[src/hw/rtl/frbk_pkg.sv]
`timescale 1ns / 1ps

package frbk_pkg;

    // default sizes of the queue
    localparam int DEPTH_DEF    = 64;
    localparam int KEY_BITS_DEF = 56;

    // fixed port widths
    localparam int CMD_W    = 2;
    localparam int PLATE_W  = 56;
    localparam int OUT7_W   = 7;
    localparam int STATUS_W = 2;

    // command codes
    typedef enum logic [CMD_W-1:0] {
        CMD_ENQ    = 2'd0,
        CMD_REMOVE = 2'd1,
        CMD_POP    = 2'd2,
        CMD_NONE   = 2'd3
    } cmd_t;

    // result status codes
    typedef enum logic [STATUS_W-1:0] {
        STAT_OK        = 2'd0,
        STAT_FULL      = 2'd1,
        STAT_EMPTY     = 2'd2,
        STAT_NOT_FOUND = 2'd3
    } status_t;

    // operation broadcast to every cell
    typedef enum logic [1:0] {
        OP_HOLD   = 2'd0,
        OP_LOAD   = 2'd1,
        OP_SHIFT  = 2'd2,
        OP_ROTATE = 2'd3
    } cell_op_t;

    // sequencer states
    typedef enum logic {
        S_IDLE = 1'b0,
        S_SCAN = 1'b1
    } state_t;

endpackage

[src/hw/rtl/frbk_cell.sv]
`timescale 1ns / 1ps

module frbk_cell #(
    parameter int KEY_BITS = frbk_pkg::KEY_BITS_DEF,
    parameter int POS_W    = 6,
    parameter int POS      = 0
) (
    input  logic                 clk,
    input  frbk_pkg::cell_op_t   op,
    input  logic [POS_W-1:0]     idx,
    input  logic [KEY_BITS-1:0]  din,
    input  logic [KEY_BITS-1:0]  next_key,
    input  logic [KEY_BITS-1:0]  front_key,
    output logic [KEY_BITS-1:0]  key
);
    import frbk_pkg::*;

    logic [KEY_BITS-1:0] key_reg;
    logic [KEY_BITS-1:0] key_next;
    logic                here;

    assign here = (idx == POS_W'(POS));

    // load at the tail, shift toward the front, or rotate front to tail
    always_comb
    begin
        key_next = key_reg;
        case (op)
            OP_LOAD:
            begin
                if (here)
                begin
                    key_next = din;
                end
            end
            OP_SHIFT:
            begin
                key_next = next_key;
            end
            OP_ROTATE:
            begin
                key_next = here ? front_key : next_key;
            end
            default:
            begin
                key_next = key_reg;
            end
        endcase
    end

    // key storage, no reset
    always_ff @(posedge clk)
    begin
        key_reg <= key_next;
    end

    assign key = key_reg;

endmodule

[config.mk]
export PLATFORM = sky130hd
export DESIGN_NAME = frbk_cell
export DESIGN_NICKNAME = d
export VERILOG_FILES = /design/src/hw/rtl/frbk_pkg.sv /design/src/hw/rtl/frbk_cell.sv
export SDC_FILE = /design/constraint.sdc
export NUM_CORES = 1
export LEC_CHECK = 0
export CAP_MARGIN = 20
export CORE_AREA = 2 2 90 92
export DETAILED_ROUTE_END_ITERATION = 10
export DIE_AREA = 0 0 92 94
export DONT_BUFFER_PORTS = 1
export HOLD_SLACK_MARGIN = 0.03
export PLACE_DENSITY = 0.69
export RECOVER_POWER = 25
export SYNTH_ARGS = -nofsm -noshare
export SYNTH_HDL_FRONTEND = slang
export SYNTH_SLANG_ARGS = --single-unit
export TNS_END_PERCENT = 10
[constraint.sdc]
create_clock -name clk -period 6.27 [get_ports clk]
set_input_delay 0.9405 -clock clk [delete_from_list [all_inputs] [get_ports clk]]
set_output_delay 0.9405 -clock clk [all_outputs]
set_load 0.05 [all_outputs]
==> results of run 1 <==
[layout make-up]
cell class	count	area (sq um)	share of cell area [%]
Multi-Input combinational cell	229	1330	38.9
Clock inverter	3	13.8	0.402
Timing Repair Buffer	3	22.5	0.658
Inverter	47	176	5.16
Sequential cell	56	1680	49.1
Clock buffer	5	68.8	2.01
Tap cell	102	128	3.73
[worst max-delay path: stages]
cell      delay [ns]
or3_2           0.83
buf_4           0.43
o21bai_4        0.15
buf_4           0.59
[stage by stage]
stage / hold slack (ns) / worst slack [ns] / utilization [%]
final: 0.870 / 3.20 / 45.0
after detailed placement: 1.18 / 2.91 / 43.9
after global placement: 1.18 / 2.96 / 43.9
after CTS: 0.843 / 3.23 / 45.0
after global routing: 0.855 / 3.09 / 45.0
after floorplan: 1.17 / 1.32 / -
[report_power, final]
part	switching, mW	leakage, nW	total, mW	internal (mW)
sequential	0.139	0.550	0.597	0.458
combinational	0.0465	0.623	0.0798	0.0333
clock	0.110	0.0453	0.187	0.0762
[cells by family after synthesis]
group                  Yosys count  synth area share, %
AO/OA/AOI/OAI                  160                 29.5
AND/OR/NAND/NOR                 69                 9.76
buffers and inverters           83                 10.7
flip-flops                      56                 50.1
[per-layer routing]
layer  track usage [%]  vias to the layer above  share of wire (%)
li1                  -                     1268                  -
met5                 0                        -                  0
met4              4.48                        0               0.89
met2              32.4                      149                 50
met3              6.66                        6                9.7
met1              21.9                     1260                 39
[worst max-delay path by stage]
stage               slack, ns  endpoint
finish                   3.20    key[6]
global route             3.09   key[48]
CTS                      3.23   key[13]
detailed placement       2.91   key[50]
global placement         2.96   key[53]
floorplan                1.32    key[0]
[cells in the final DEF, fill, tap and decap left out, drive strengths merged, types with 3 or more instances in the layout]
cell and instances:
a21oi 47, a31oi 9, buf 3, clkbuf 5, clkinv 3, edfxtp 56, inv 47, nand4b 9
nor2 57, o21ai 56, o31a 47
==> flow_summary.json, run 1 <==
{
  "fill_cells": 748,
  "port_buffers": 0,
  "place_congestion": 0.878,
  "final_area_sq_um": 3420,
  "yosys-top-cells-area": "edfxtp_1, o31a_1, o21ai_0",
  "critPathArrivalTime_ns": 3.01,
  "setup_violations": 0,
  "die_y_um": 94,
  "cts_setup_buffers": 0,
  "drc": 0,
  "hold_path_depth": 1,
  "synthesis.area_sq_um": 3360,
  "avgSynthCellArea_sq_um": 9.13,
  "wl_per_cell_um": 19.4,
  "ys_types": 15,
  "numClockSinks": 56,
  "min_to": "key[9]",
  "dp_hpwl_um": 6140,
  "leakagePower_nw": 1.22,
  "grt_pass1_wl_um": 12600,
  "end_kind": "flip-flop",
  "place_area_sq_um": 3340,
  "rsz0062_at_grt": "no",
  "final_antenna_net_count": 0,
  "clockBufferDepth": 2,
  "core_area_sq_um": 7610,
  "drtPass1Iterations": 4,
  "h-tree-depth": 2,
  "max_cap_viol_count": 0,
  "cts_made_buffers": 5,
  "yosysMostFrequentCell": "nor2_1",
  "status": "complete, no violations",
  "drive_gt1_share_pct": 4.08,
  "hold_class": "in -> reg",
  "largest_register_ffs": 56,
  "startpoint": "idx[1]",
  "fp.dieW_um": 92,
  "instances_no_fill": 445,
  "yosys_warnings": 0,
  "diodes": 0,
  "first_iter_violations": 126,
  "synth_edf_count": 56,
  "rows": 32,
  "num_vias": 2683,
  "cts_tree": "yes",
  "netlist.area_leader.share_pct": 50.1,
  "synth-main-ff-cell": "edfxtp_1",
  "nets": 519,
  "placed_cells": 437,
  "holdBufCountCts": 0,
  "power_uw": 863,
  "gr-usage-all-layers_pct": 18.6,
  "die_area_sq_um": 8650,
  "yosysSeqAreaShare_pct": 50.1,
  "fmax_mhz": 326,
  "syn_nets": 545,
  "cts_root_buffer": "clkbuf_8",
  "setup.worst_path.start_class": "input port",
  "synth_top_cell_by_area": "edfxtp_1",
  "synthArstFlopShare_pct": 0,
  "syn_to_final_growth_pct": 1.90,
  "fin_tns_setup_ns": 0,
  "grt_start_max_net_pins": 114,
  "critPathMaxFanout": 56,
  "synth_common_cells": "nor2_1, edfxtp_1, o21ai_0",
  "ctsResizeCount": 0,
  "pin_count": 233,
  "start_util_pct": 44.1,
  "hp-start": "op[1]",
  "cp.required_ns": 6.21,
  "period_needed_ns": 3.07,
  "grt_pass1_vias": 2415,
  "slew_headroom_pct": 45.0,
  "path_class": "in -> reg",
  "max_slew.worst_pin.slew_ns": 0.825,
  "grt_overflow": 0,
  "power_density_nw_per_um2": 252,
  "post-route-period-util_pct": 49.0,
  "ys_ff_latch": 56,
  "clk_pin_slew_ns": 0.10,
  "ir_drop_mv": 0.0882,
  "avgViaCountPerCell": 6.03,
  "drt_wl_total_um": 8640,
  "synth_cells": 368,
  "slew_viol_final": 0,
  "hold_violations": 0,
  "antenna_found_initial": 0
}
Note: power is estimated with default switching activity, not from simulation.
==> run 2: changes to the inputs <==
==> constraint.sdc (replaced) <==
create_clock -name clk -period 3 [get_ports clk]
set_input_delay 0.45 -clock clk [delete_from_list [all_inputs] [get_ports clk]]
set_output_delay 0.45 -clock clk [all_outputs]
set_load 0.05 [all_outputs]
==> run 2 against run 1 <==
Wire length is 0.35% higher; design area is 0.66% higher; critical path depth stayed put; core utilization is 0.30 points higher; sequential power is 110% higher; clock power is 110% higher; global-route usage is 0.16 points higher; power is 110% higher; cell count is 0.22% higher; combinational power is 110% higher; non-clock buffer count is 2 higher; flip-flop and latch count stayed put; largest power group unchanged.
==> flow_summary.json, run 2 (synthesized netlist as in run 1, its figures left out) <==
{
  "power_mw": 1.81,
  "slew_headroom_pct": 50.9,
  "top_layer_used": "met4",
  "setup_violations": 0,
  "critPathMaxFanout": 57,
  "num_vias": 2656,
  "fill_cells": 763,
  "p_comb_share_pct": 9.4,
  "instances_no_fill": 446,
  "grt_pass1_wl_um": 12700,
  "power_density_nw_per_um2": 525,
  "cts_root_buffer": "clkbuf_8",
  "cp.required_ns": 3.15,
  "startpoint": "idx[2]",
  "nets": 521,
  "max_cap_viol_count": 0,
  "status": "complete, no violations",
  "p_switching_uw": 619,
  "multi_input_area_sq_um": 1330,
  "wl_met2_um": 4560,
  "placed_cells": 439,
  "grt_pass1_vias": 2504,
  "cts_made_buffers": 5,
  "pre_cts_ws_ns": 0.699,
  "gr-usage-all-layers_pct": 18.7,
  "hold_path_depth": 1,
  "pin_count": 233,
  "met1Wirelength_um": 3260,
  "core_area_sq_um": 7610,
  "setup.worst_path.start_class": "input port",
  "first_iter_violations": 104,
  "fp.dieW_um": 92,
  "max_stage_delay_ns": 0.75,
  "final_cell_mix": "nor2_1, o21ai_0, edfxtp_1",
  "h-tree-depth": 2,
  "place_congestion": 0.816,
  "p_int_mw": 1.19,
  "drc": 0,
  "ir_drop_mv": 0.276,
  "ff_latch_area_sq_um": 1680,
  "min_to": "key[26]",
  "rows": 32,
  "final_common_cell": "nor2_1",
  "max_slew.worst_pin.slew_ns": 0.734,
  "numClockSinks": 56,
  "leakagePower_nw": 1.23,
  "slew_viol_final": 0,
  "drt_wl_total_um": 8670,
  "holdBufCountCts": 0,
  "antenna_found_initial": 0,
  "diodes": 0,
  "port_buffers": 0,
  "hp-start": "op[1]",
  "critPathArrivalTime_ns": 2.15,
  "post-route-period-util_pct": 66.8,
  "hold_violations": 0,
  "syn_to_final_growth_pct": 2.57,
  "rsz0062_at_grt": "no",
  "fmax_mhz": 499,
  "hold_class": "in -> reg",
  "grt_overflow": 0,
  "layout_setup_ws_ns": 0.995,
  "ctsResizeCount": 0,
  "drtPass1Iterations": 5,
  "clk_pin_slew_ns": 0.09,
  "drive_gt1_share_pct": 4.36,
  "crit_slowest_cell": "or4b_4",
  "wl_met3_um": 747,
  "p_seq_share_pct": 69.0,
  "path_class": "in -> reg",
  "die_area_sq_um": 8650,
  "period_needed_ns": 2.01,
  "die_y_um": 94,
  "grt_start_max_net_pins": 114,
  "largest_register_ffs": 56,
  "start_util_pct": 44.1,
  "final_antenna_net_count": 0,
  "cts_tree": "yes",
  "cts_setup_buffers": 0,
  "avgViaCountPerCell": 5.96,
  "cpLargestDelayFamily": "simple AND/OR/NAND/NOR gates",
  "dp_hpwl_um": 6150,
  "clkPwrFrac_pct": 21.6,
  "fin_tns_setup_ns": 0,
  "end_kind": "flip-flop",
  "switching_share_pct": 34.3,
  "wl_per_cell_um": 19.4,
  "path_cells": "or4b_4 > buf_4 > o31a_1 > a21oi_1",
  "clockBufferDepth": 2,
  "crit_buf_inv": 1
}
## run 2: cell types whose count changed in the layout (fill, tap and decap cells not counted), sizes merged
cell    delta
clkbuf     +1
buf        +2
clkinv     -2
## run 2: power groups by stage
stage | sequential (mW) | combinational (mW) | clock (mW)
6_report | 1.25 | 0.170 | 0.390
5_1_grt | 1.25 | 0.195 | 0.434
4_1_cts | 1.25 | 0.173 | 0.406
3_5_place_dp | 1.27 | 0.173 | 0
3_3_place_gp | 1.27 | 0.164 | 0
2_1_floorplan | 1.25 | 0.159 | 0
## run 2: final cells by class
cell class	instances	share of cell area, %
Tap cell	102	3.71
Multi-Input combinational cell	229	38.6
Sequential cell	56	48.8
Clock inverter	1	0.145
Timing Repair Buffer	5	1.45
Clock buffer	6	2.11
Inverter	47	5.12
## run 2: how the worst max path moves through the flow
stage / end / slack (ns) / cells after the start
2_1_floorplan: key[0] / 0.32 / 4
3_3_place_gp: key[39] / 0.77 / 4
3_5_place_dp: key[43] / 0.70 / 4
4_1_cts: key[43] / 1.02 / 4
5_1_grt: key[30] / 0.90 / 4
6_report: key[32] / 0.99 / 4
## run 2: routing by layer
| layer | vias up | GRT usage [%] |
|---|---|---|
| met1 | 1225 | 20.4 |
| li1 | 1272 | - |
| met3 | 10 | 6.10 |
| met4 | 0 | 4.85 |
| met5 | - | 0 |
| met2 | 149 | 35.0 |
## run 2: stage by stage
stage	hold slack, ns	utilization [%]	instance area [sq um]
floorplan	0.675	-	3370
global placement	0.681	44.3	3370
finish	0.372	45.3	3440
detailed placement	0.692	44.3	3370
CTS	0.357	45.3	3440
global route	0.353	45.3	3440
