===== config.mk =====
export PLATFORM = sky130hd
export DESIGN_NAME = frbk_ctrl
export DESIGN_NICKNAME = d
export VERILOG_FILES = /design/src/hw/rtl/frbk_pkg.sv /design/src/hw/rtl/frbk_ctrl.sv
export SDC_FILE = /design/constraint.sdc
export NUM_CORES = 1
export LEC_CHECK = 0
export BUFFER_PORTS_ARGS = -buffer_cell sky130_fd_sc_hd__buf_2
export CORE_ASPECT_RATIO = 2
export CORE_MARGIN = 5
export CORE_UTILIZATION = 34
export DETAILED_ROUTE_END_ITERATION = 10
export GPL_TIMING_DRIVEN = 0
export PLACE_DENSITY = 0.54
export SYNTH_ARGS = -nofsm -noshare
export SYNTH_HDL_FRONTEND = slang
export SYNTH_SLANG_ARGS = --single-unit

===== constraint.sdc =====
create_clock -name clk -period 4.95 [get_ports clk]
set_input_delay 0.2475 -clock clk [delete_from_list [all_inputs] [get_ports clk]]
set_output_delay 0.2475 -clock clk [all_outputs]
set_load 0.02 [all_outputs]

===== src/hw/rtl/frbk_pkg.sv =====
`timescale 1ns / 1ps

package frbk_pkg;

    // default sizes of the queue
    localparam int DEPTH_DEF    = 64;
    localparam int KEY_BITS_DEF = 56;

    // fixed port widths
    localparam int CMD_W    = 2;
    localparam int PLATE_W  = 56;
    localparam int OUT7_W   = 7;
    localparam int STATUS_W = 2;

    // command codes
    typedef enum logic [CMD_W-1:0] {
        CMD_ENQ    = 2'd0,
        CMD_REMOVE = 2'd1,
        CMD_POP    = 2'd2,
        CMD_NONE   = 2'd3
    } cmd_t;

    // result status codes
    typedef enum logic [STATUS_W-1:0] {
        STAT_OK        = 2'd0,
        STAT_FULL      = 2'd1,
        STAT_EMPTY     = 2'd2,
        STAT_NOT_FOUND = 2'd3
    } status_t;

    // operation broadcast to every cell
    typedef enum logic [1:0] {
        OP_HOLD   = 2'd0,
        OP_LOAD   = 2'd1,
        OP_SHIFT  = 2'd2,
        OP_ROTATE = 2'd3
    } cell_op_t;

    // sequencer states
    typedef enum logic {
        S_IDLE = 1'b0,
        S_SCAN = 1'b1
    } state_t;

endpackage


===== src/hw/rtl/frbk_ctrl.sv =====
`timescale 1ns / 1ps

module frbk_ctrl #(
    parameter int DEPTH    = frbk_pkg::DEPTH_DEF,
    parameter int KEY_BITS = frbk_pkg::KEY_BITS_DEF,
    parameter int POS_W    = 6,
    parameter int CNT_W    = 7
) (
    input  logic                          clk,
    input  logic                          rst_n,
    input  logic                          start,
    input  logic [frbk_pkg::CMD_W-1:0]    cmd,
    input  logic [KEY_BITS-1:0]           key_in,
    input  logic [KEY_BITS-1:0]           front_key,
    output frbk_pkg::cell_op_t            op,
    output logic [POS_W-1:0]              idx,
    output logic                          busy,
    output logic                          done,
    output logic [KEY_BITS-1:0]           res_key,
    output logic [frbk_pkg::OUT7_W-1:0]   res_moved,
    output logic [frbk_pkg::STATUS_W-1:0] res_status,
    output logic [frbk_pkg::OUT7_W-1:0]   res_occ
);
    import frbk_pkg::*;

    localparam int MV_W = $clog2(DEPTH + 2);

    state_t              state_reg, state_next;
    logic [CNT_W-1:0]    count_reg, count_next;
    logic [CNT_W-1:0]    step_reg, step_next;
    logic                match0_reg, match0_next;
    logic [KEY_BITS-1:0] key_reg, key_next;
    logic                done_reg, done_next;
    logic [KEY_BITS-1:0] rkey_reg, rkey_next;
    logic [OUT7_W-1:0]   rmoved_reg, rmoved_next;
    status_t             rstat_reg, rstat_next;
    logic [OUT7_W-1:0]   rocc_reg, rocc_next;

    logic                accept;
    logic                front_hit;
    logic [CNT_W-1:0]    cnt_m1;
    logic [MV_W-1:0]     moves_k;
    logic [MV_W-1:0]     moves_n;

    assign accept    = start && (state_reg == S_IDLE);
    assign front_hit = (front_key == key_reg);
    assign cnt_m1    = count_reg - CNT_W'(1);
    assign moves_k   = MV_W'(step_reg) + MV_W'(1);
    assign moves_n   = MV_W'(count_reg) + MV_W'(1);

    // next state
    always_comb
    begin
        state_next = state_reg;
        case (state_reg)
            S_IDLE:
            begin
                if (accept && (cmd == CMD_REMOVE) && (count_reg != '0))
                begin
                    state_next = S_SCAN;
                end
            end
            S_SCAN:
            begin
                if (step_reg != '0)
                begin
                    if (((step_reg < count_reg) && front_hit) || (step_reg == count_reg))
                    begin
                        state_next = S_IDLE;
                    end
                end
            end
            default:
            begin
                state_next = S_IDLE;
            end
        endcase
    end

    // cell commands and result values
    always_comb
    begin
        op          = OP_HOLD;
        idx         = count_reg[POS_W-1:0];
        count_next  = count_reg;
        step_next   = step_reg;
        match0_next = match0_reg;
        key_next    = key_reg;
        done_next   = 1'b0;
        rkey_next   = rkey_reg;
        rmoved_next = rmoved_reg;
        rstat_next  = rstat_reg;
        case (state_reg)
            S_IDLE:
            begin
                if (accept)
                begin
                    done_next   = 1'b1;
                    rkey_next   = '0;
                    rmoved_next = '0;
                    rstat_next  = STAT_OK;
                    case (cmd)
                        CMD_ENQ:
                        begin
                            if (count_reg == CNT_W'(DEPTH))
                            begin
                                rstat_next = STAT_FULL;
                            end
                            else
                            begin
                                op         = OP_LOAD;
                                count_next = count_reg + CNT_W'(1);
                            end
                        end
                        CMD_POP:
                        begin
                            if (count_reg == '0)
                            begin
                                rstat_next = STAT_EMPTY;
                            end
                            else
                            begin
                                op         = OP_SHIFT;
                                rkey_next  = front_key;
                                count_next = cnt_m1;
                            end
                        end
                        CMD_REMOVE:
                        begin
                            if (count_reg == '0)
                            begin
                                rstat_next = STAT_EMPTY;
                            end
                            else
                            begin
                                done_next = 1'b0;
                                key_next  = key_in;
                                step_next = '0;
                            end
                        end
                        default:
                        begin
                            rstat_next = STAT_OK;
                        end
                    endcase
                end
            end
            S_SCAN:
            begin
                // cell 0 holds the entry at original position step_reg
                idx = cnt_m1[POS_W-1:0];
                if (step_reg == '0)
                begin
                    match0_next = front_hit;
                    op          = OP_ROTATE;
                    step_next   = step_reg + CNT_W'(1);
                end
                else if ((step_reg < count_reg) && front_hit)
                begin
                    op          = OP_SHIFT;
                    count_next  = cnt_m1;
                    done_next   = 1'b1;
                    rkey_next   = '0;
                    rmoved_next = OUT7_W'(moves_k);
                    rstat_next  = STAT_OK;
                end
                else if (step_reg == count_reg)
                begin
                    done_next = 1'b1;
                    rkey_next = '0;
                    if (match0_reg)
                    begin
                        op          = OP_SHIFT;
                        count_next  = cnt_m1;
                        rmoved_next = OUT7_W'(moves_n);
                        rstat_next  = STAT_OK;
                    end
                    else
                    begin
                        rmoved_next = OUT7_W'(count_reg);
                        rstat_next  = STAT_NOT_FOUND;
                    end
                end
                else
                begin
                    op        = OP_ROTATE;
                    step_next = step_reg + CNT_W'(1);
                end
            end
            default:
            begin
                op = OP_HOLD;
            end
        endcase
        rocc_next = done_next ? OUT7_W'(count_next) : rocc_reg;
    end

    // control registers
    always_ff @(posedge clk or negedge rst_n)
    begin
        if (!rst_n)
        begin
            state_reg <= S_IDLE;
            count_reg <= '0;
            done_reg  <= 1'b0;
        end
        else
        begin
            state_reg <= state_next;
            count_reg <= count_next;
            done_reg  <= done_next;
        end
    end

    // payload registers
    always_ff @(posedge clk)
    begin
        step_reg   <= step_next;
        match0_reg <= match0_next;
        key_reg    <= key_next;
        rkey_reg   <= rkey_next;
        rmoved_reg <= rmoved_next;
        rstat_reg  <= rstat_next;
        rocc_reg   <= rocc_next;
    end

    assign busy       = (state_reg != S_IDLE);
    assign done       = done_reg;
    assign res_key    = rkey_reg;
    assign res_moved  = rmoved_reg;
    assign res_status = rstat_reg;
    assign res_occ    = rocc_reg;

endmodule


==> metrics.md <==
| Metric | Value |
|---|---|
| Total power | `0.00458 W` |
| Fmax | `between 200 and 300 MHz` |
| Synth Warn # | `0` |
| Setup repair bufs after CTS | `0` |
| Worst setup SP type | `flip-flop` |
| Minimum clock period | `between 3 and 4 ns` |
| Final Max Tran Viols | `0` |
| Placer congestion estimate | `0.942` |
| Post-synth top flop | `edfxtp_1` |
| Post-synth top area cell | `edfxtp_1` |
| Post-synthesis compound-gate area fraction | `6.28%` |
| Syn Inst Count | `496` |
| Skew-Pair Late Insertion Delay | `0.42 ns` |
| Die Width | `109 µm` |
| Cells on worst reg2reg path | `9` |
| Non-Filler Instances | `1045` |
| Max Root-Sink Buffers | `2` |
| Hold Vio Cnt, Final | `0` |
| Dominant cells by area after synthesis | `edfxtp_1 61%, xor2_1 8.2%, and3_1 6.1%` |
| Inserted Clock Buffers | `17` |
| XOR/XNOR Fraction of Synth Area | `9.87%` |
| # rows | `72` |
| Fin Clk Skew | `about 0.0073 ns` |
| Total negative slack | `0 ns` |
| Hold Crit Endpoint | `key_reg[27]$_DFFE_PP_` |
| Setup repair after global routing missed its margin | `no` |
| CP Data Arrival Time | `around 3.8 ns` |
| DRC | `0` |
| Rel. slew slack | `between 20% and 30%` |
| CTS Sinks | `145` |
| CTS tree | `yes` |
| Final setup vio count | `0` |
| R2R Path End | `res_key[17]$_SDFFCE_PP0P_` |
| Global-route wire length before repair | `32600 µm` |
| Dpl hpwl | `16500 µm` |
| Data required time of the critical path | `4.99 ns` |
| Starting density of the core | `34.5%` |
| Max VDD drop | `0.000225 V` |
| CORE AREA | `roughly 19000 µm²` |
| Syn_area_per_cell | `13.4 µm²` |
| Die H | `about 210 µm` |
| Drt first-iter violations | `~280` |
| Die area | `22600 µm²` |
| Adder-cell share of the synthesized area | `3.01%` |
| Grt total ovfl | `0` |
| Critical path capture point type | `flip-flop` |
| PD cells | `503 nW/µm²` |
| Placed Cells | `954` |
| Cts hold-fix bufs | `54` |
| Pre-Repair DR Iteration Count | `5` |
| GRT Util Overall | `19.8%` |
| Max-cap viol count | `0` |
| Final nets | `roughly 900` |
| Mapped cell area | `between 6000 and 7000 µm²` |
| Vias/cell | `4.98` |
| Clock root cell | `clkbuf_16` |
| Status | `finished, final reports clean` |
| Simple-gate portion of the synthesized area | `around 13%` |
| Setup Crit Path Kind | `flip-flop to flip-flop` |
| Fraction of registers with async set/reset | `approximately 6.2%` |
| WL final | `roughly 22000 µm` |
| Top Ports | `199` |
| Period utilization | `between 70% and 80%` |
| Mux contribution to synthesized area | `less than 1%` |
| Vias in the first global route | `5608` |
| Post-synthesis sequential area ratio | `between 60% and 70%` |
| DR vias | `5207` |
| Main combinational cell family by area after synthesis | `simple AND/OR/NAND/NOR gates` |
| H-Tree Depth | `4` |
| DR WL/cell | `20.9 µm` |
| Synth top area share | `61.4%` |
| Worst-margin pin slew | `1.11 ns` |
| Max FO, Critical Path | `65` |
| Register bit total from synthesis | `~150` |
| Share of cells above drive strength 1 | `30.1%` |
| Clk slew on worst S/H paths | `0.06 ns` |
| Hold Path Class | `input pin to flip-flop` |
| Synth unique cells | `50` |
| Initial antenna violation count | `3` |
| Largest net degree at the start of global routing | `66` |
| Syn_nets | `629` |
| Hold path cells | `1` |
| # resized after CTS | `0` |
| Post-synth EDFFs | `136` |
| Port Buffers | `198` |
| Area grow syn2layout | `37.0%` |
| Register-to-register setup slack | `around 1.2 ns` |
| Hold_sp | `key_in[27]` |
| FF-to-FF Start | `count_reg[4]$_DFF_PN0_` |
| Antenna viol nets, final | `0` |
| Pleak | `3.84 nW` |
how the worst max path moves through the flow:
stage / end / cells past startpoint / slack [ns] / startpoint
2_1_floorplan: key_reg[0]$_DFFE_PP_ / 6 / 0.87 / count_reg[0]$_DFF_PN0_
3_3_place_gp: key_reg[30]$_DFFE_PP_ / 6 / -0.66 / count_reg[0]$_DFF_PN0_
3_5_place_dp: res_key[39]$_SDFFCE_PP0P_ / 9 / 1.28 / count_reg[4]$_DFF_PN0_
4_1_cts: res_key[17]$_SDFFCE_PP0P_ / 9 / 1.26 / count_reg[4]$_DFF_PN0_
5_1_grt: res_key[17]$_SDFFCE_PP0P_ / 9 / 0.97 / count_reg[5]$_DFF_PN0_
6_report: res_key[17]$_SDFFCE_PP0P_ / 9 / 1.24 / count_reg[4]$_DFF_PN0_
cell usage after synthesis (all sizes together), types with 2 or more instances:
cell and instances:
nand3 9, xnor2 13, and2 3, clkbuf 24, a21oi 9, mux2i 2, o211ai 3, a2111oi 2
a21boi 2, edfxtp 136, dfrtp 9, a31o 3, nor2 23, o21ai 16, a22oi 3, and3 65
inv 13, nand2 18, a221o 2, nand4 6, a211oi 10, xor2 62, o22ai 5, nor3 7
ha 16, nor4 16, and4b 2, or3 2
worst max-delay path, stage by stage (launching register included):
cell and delay [ns]:
dfrtp_1 0.33, clkbuf_1 0.35, inv_1 0.23, ha_1 0.36
a211oi_1 0.24, nor2_1 0.09, nor3_2 0.44, a21oi_1 0.15
or3_1 0.39, nand2_4 0.71
placed cells by master (no fill, tap or decap), types with 5 or more instances in the layout:
cell	synthesis	routed
xnor2_1	13	13
clkinvlp_4	0	5
and3_1	65	65
clkbuf_16	0	17
a211oi_1	9	9
o22ai_1	5	5
dfrtp_1	9	9
clkbuf_1	24	25
a21oi_1	9	9
o21ai_0	15	14
nand4_1	6	6
xor2_1	62	62
inv_1	13	13
nand3_1	9	9
nor2_1	23	22
dlygate4sd3_1	0	56
nand2_1	17	16
nor4_1	15	15
ha_1	16	16
buf_2	0	198
edfxtp_1	136	136
nor3_1	6	6
metal layers:
metal  GRT usage, %  wire length [µm]
met5              0                 0
met2           37.3             12700
met3           3.77              1130
met4           12.0              1120
met1           18.8              6920
per-stage QoR:
| step | utilization, % | cell area (µm²) | setup WS (ns) | hold WS, ns |
|---|---|---|---|---|
| 2_1_floorplan | - | 6660 | 0.867 | -0.0481 |
| 3_3_place_gp | 41.3 | 7970 | -0.657 | 0.139 |
| 3_5_place_dp | 41.5 | 8010 | 1.28 | 0.135 |
| 4_1_cts | 47.2 | 9090 | 1.26 | 0.00103 |
| 5_1_grt | 47.3 | 9120 | 0.975 | 0.000615 |
| 6_report | 47.3 | 9120 | 1.24 | 0.0305 |
cells by family after synthesis:
| family | count (synthesis) |
|---|---|
| simple gates | 156 |
| flops | 145 |
| xor+xnor | 75 |
| compound gates | 62 |
| buf+inv | 39 |
| fa+ha+maj | 16 |
| mux | 3 |
where the power goes:
group,internal [W],switching (W)
logic,0.000485,0.00111
clock network,0.000686,0.000519
registers,0.00168,0.000106
total,0.00285,0.00174
layout make-up:
| class | instances | area, µm² |
|---|---|---|
| Fill cell | 1850 | 10200 |
| Inverter | 14 | 52.6 |
| Clock inverter | 14 | 116 |
| Buffer | 25 | 93.8 |
| Timing Repair Buffer | 255 | 1570 |
| Multi-Input combinational cell | 312 | 2220 |
| Antenna cell | 3 | 7.51 |
| Clock buffer | 18 | 429 |
| Tap cell | 259 | 324 |
| Sequential cell | 145 | 4310 |
Power figures use the tool's default switching activity.
